### config.mk
export PLATFORM = sky130hd
export DESIGN_NAME = gc_cmt_ram
export DESIGN_NICKNAME = d
export VERILOG_FILES = /design/src/hw/rtl/gc_cmt_ram.sv
export SDC_FILE = /design/constraint.sdc
export NUM_CORES = 1
export LEC_CHECK = 0
export BUFFER_PORTS_ARGS = -buffer_cell sky130_fd_sc_hd__buf_2
export CAP_MARGIN = 10
export CELL_PAD_IN_SITES_DETAIL_PLACEMENT = 0
export CELL_PAD_IN_SITES_GLOBAL_PLACEMENT = 1
export CORE_MARGIN = 3
export CORE_UTILIZATION = 30
export DETAILED_ROUTE_END_ITERATION = 8
export PLACE_DENSITY = 0.46
export SYNTH_ARGS = -nofsm -noshare
export SYNTH_HDL_FRONTEND = slang
export SYNTH_SLANG_ARGS = --single-unit
### constraint.sdc
create_clock -name clk_i -period 2.6 [get_ports clk_i]
set_clock_uncertainty 0.2 [all_clocks]
set_input_delay 0.52 -clock clk_i [delete_from_list [all_inputs] [get_ports clk_i]]
set_output_delay 0.52 -clock clk_i [all_outputs]
set_load 0.05 [all_outputs]
### src/hw/rtl/gc_cmt_ram.sv
// ----------------------------------------------------------------------------
// gc_cmt_ram
// Generic single write, single read RAM with a registered read port.
// ----------------------------------------------------------------------------
`default_nettype none

module gc_cmt_ram #(
  parameter int unsigned Width = 8,
  parameter int unsigned Depth = 16
) (
  input  wire logic                     clk_i,
  input  wire logic                     we_i,
  input  wire logic [$clog2(Depth)-1:0] waddr_i,
  input  wire logic [Width-1:0]         wdata_i,
  input  wire logic                     re_i,
  input  wire logic [$clog2(Depth)-1:0] raddr_i,
  output logic      [Width-1:0]         rdata_o
);

  logic [Width-1:0] mem_q [Depth];

  always_ff @(posedge clk_i) begin
    if (we_i) begin
      mem_q[waddr_i] <= wdata_i;
    end
    if (re_i) begin
      rdata_o <= mem_q[raddr_i];
    end
  end

endmodule

`default_nettype wire

* After elaboration in Yosys (flattened, before gate mapping)
Memories as Yosys holds them, arrays and structs flattened. A register that Yosys moved wholly into a read port is not among the register bits.
Cells that the tools add are included.
** Storage, ports and cells
- Flip-flop bits (word level) :: 0
- RAM bits :: 128
- Word-level logic and storage cells :: 3
- Memories kept :: 1
** Memories
- mem_q :: words 16, bits a word 8, rd ports 1, clocked after memory_dff 1, wr ports 1, line 20 : logic [Width-1:0] mem_q [Depth];
** Cells by class
- Multiplexer cells :: 2
** Operator list (number)
- $mux W1 :: 2

* Longest topological paths before layout
- Depth after elaboration :: 2
- Gate-level depth with buffers :: 5
- Gate-level depth less buffers :: 3

* Least setup slack after synthesis
No wires, ideal clock.
- Path type :: in2reg
- Start :: input waddr_i[2]
- End :: memory mem_q[0][0], enable pin
- Library setup time :: 383 ps
- Arrival :: 1630 ps
- Data required time :: 2017 ps
- Setup slack :: 387 ps
- Stages :: 2
- Cell sequence :: or3b_2 > nor3_1
** RTL lines
- from (decl) :: line 13 : input wire logic [$clog2(Depth)-1:0] waddr_i,
- to (decl) :: line 20
Straight into the memory's write port.

==> metrics.yaml <==
num_antenna_cells: 0
n_fill_cell: 1580
mostFrequentLayoutCells: "edfxtp_1 (136), buf_2 (26), buf_4 (23)"
fin_crit_sh_pct: 74.0
cts_tree: "yes"
clock_latency_ns: 0.41
synth_top_area_cell: "edfxtp_1"
grt-ovfl-total: 0
met3_usage_pct: 3.31
critPathBufInv: 3
syn_inst: 229
status: "finished clean"
finalMaxSlewViolations: 0
finalCriticalPeriod_ns: 1.92
clock-sinks: 136
die_w_um: 138
holdCritPathClass: "in -> reg"
vias: 2424
peakVddDrop_v: 0.000441
ios: 27
postLayoutCoreUtil_pct: 37.2
drtIter0Drc: 204
rsz0062_at_grt: "false"
power.density_nw_per_um2: 754
path_clk_slew_ns: 0.05
fin_cells: 519
crit_path_cell_trace: "buf_2 -> buf_12 -> buf_4 -> mux4_2 -> a22oi_1 -> nand2_1"
cts_buffer_depth: 2
drt_pre_antenna_iters: 4
antenna_found_initial: 0
seqPwrFrac_pct: 52.7
pwr-share-clk_pct: 41.5
cp.arrival_ns: 1.86
hold_viol: 0
avgRoutedWirePerCell_um: 21.5
grt-busiest-layer: "met2"
syn-cell-area_um2: 5230
hpwl_um: 7430
crit_path_start_kind: "input port"
post_cts_buffers: 0
post-place-ws_ns: 0.238
final_antenna_net_count: 0
layout_commonest_cell: "edfxtp_1"
yosysTopAreaCellShare_pct: 78.1
min_path_cells: 1
switching_share_pct: 20.5
ys_warn_count: 0
grt_use_total_pct: 12.2
endpoint_kind: "register"
worst_ep_required_time_ns: 2.54
routed_wl_um: 11200
synthesis.nets: 248
whs_ns: 0.299
cts_buffers: 17
gp_congestion: 0.691
finalSetupTns_ns: 0
hold_start: "re_i"
drc: 0
core_area_um2: 16800
grt_pass1_vias: 2552
yosysSeqAreaShare_pct: 78.1
ys_seq_elements: 136
p_sw_uw: 965
ff2ff_path_depth: 3
combPwrFrac_pct: 5.8
slowest_delay_ns: 0.30
path_max_fanout: 13
dieHeight_um: 138
viasPerCell: 4.67
tightest_slew_ns: 0.453
grt_max_degree: 21
setup_viol: 0
met2_usage_pct: 18.4
setup_ws_ns: 0.677
fp-row-count: 47
clock-root-buffer: "clkbuf_16"
critPathSlowestCell: "a22oi_1"
use_met1_pct: 16.8
cpLargestDelayFamily: "buffers and inverters"
maxCapViolations: 0
post_cts_resized: 0
path_class: "in -> reg"
relSlewSlack_pct: 69.8
port_buffers: 26
p_leak_uw: 0.00209
drive_above_1_share_pct: 30.8
worst_r2r_endpoint: "rdata_o[4]"
initial_core_util_pct: 31.1
ys_types: 18
clock.fmax_mhz: 520
hold_end: "rdata_o[7]"
grt_pass1_wl_um: 16500
r2r_start: "mem_q[3][4]"
p_int_uw: 3750
yosys-top-cells-area: "edfxtp_1 (78%), mux4_2 (7.8%), mux4_1 (7.0%)"
synth.avg_cell_area_um2: 22.8
path_depth: 6
postCtsHoldBufs: 0
regToRegSetupSlack_ns: 0.83
dp_cells: 491
die_area_um2: 19000
syn2layout_area_growth_pct: 19.6
htreeDepth: 4
fin_nets: 309
==> cell families (layout without fill, tap and decap cells) <==
kind of cell | Yosys count | count (layout) | synth area share (%)
and+or+nand+nor | 35 | 35 | 3.14
buffers and inverters | 10 | 80 | 1.65
muxes | 32 | 32 | 14.8
AOI/OAI and AO/OA | 16 | 16 | 2.30
DFF | 136 | 136 | 78.1
==> sequential cells by signal, indices dropped and copies added (netlist names) <==
signal	count
mem_q	128
rdata_o	8
==> worst register-to-register path, cell delays in order (launching register included) <==
cell and delay (ns):
edfxtp_1 0.36, mux4_2 0.49, a22oi_1 0.32, nand2_1 0.13
==> layout make-up <==
| class | count | area, um^2 | share of cell area [%] |
|---|---|---|---|
| Timing Repair Buffer | 52 | 363 | 5.80 |
| Tap cell | 220 | 275 | 4.40 |
| Clock inverter | 7 | 33.8 | 0.540 |
| Clock buffer | 21 | 440 | 7.04 |
| Sequential cell | 136 | 4080 | 65.3 |
| Multi-Input combinational cell | 83 | 1060 | 16.9 |
==> how the worst max path moves through the flow <==
| stage | startpoint | to | slack (ns) |
|---|---|---|---|
| 2_1_floorplan | waddr_i[2] | mem_q[0][0] | 0.39 |
| 3_3_place_gp | raddr_i[0] | rdata_o[2] | 0.26 |
| 3_5_place_dp | raddr_i[0] | rdata_o[2] | 0.24 |
| 4_1_cts | raddr_i[0] | rdata_o[2] | 0.67 |
| 5_1_grt | raddr_i[0] | rdata_o[2] | 0.58 |
| 6_report | raddr_i[1] | rdata_o[0] | 0.68 |
==> routing by layer <==
layer | part of all wire (%) | up-vias | routed length [um]
met5 | 0 | - | 0
met3 | 4.1 | 10 | 461
met1 | 47 | 1271 | 5260
li1 | - | 1097 | -
met2 | 47 | 46 | 5280
met4 | 1.6 | 0 | 174
==> power groups by stage <==
stage               Combinational [uW]  Sequential, uW  Clock, uW
finish                             275            2490       1960
global route                       299            2490       2100
CTS                                284            2490       2000
detailed placement                 283            2530          0
global placement                   283            2530          0
floorplan                          125            2560          0
==> Yosys cell counts <==
master and number:
buf_4 1, buf_2 3, nor2_1 13, or3b_2 1, nand3_1 1, edfxtp_1 136, nor3_1 4, clkdlybuf4s25_2 3
and2_1 1, nand2b_1 2, a22oi_1 16, buf_6 3, nand2_1 9, nand3b_1 2, mux4_1 14, nor2b_1 1
and2b_1 1, mux4_2 18
==> stage by stage <==
step,instance area [um^2],total power [uW]
5_1_grt,6250,4890
3_5_place_dp,5780,2810
6_report,6250,4720
3_3_place_gp,5780,2810
4_1_cts,6250,4770
2_1_floorplan,5230,2690
(Power assumes the default switching activity.)
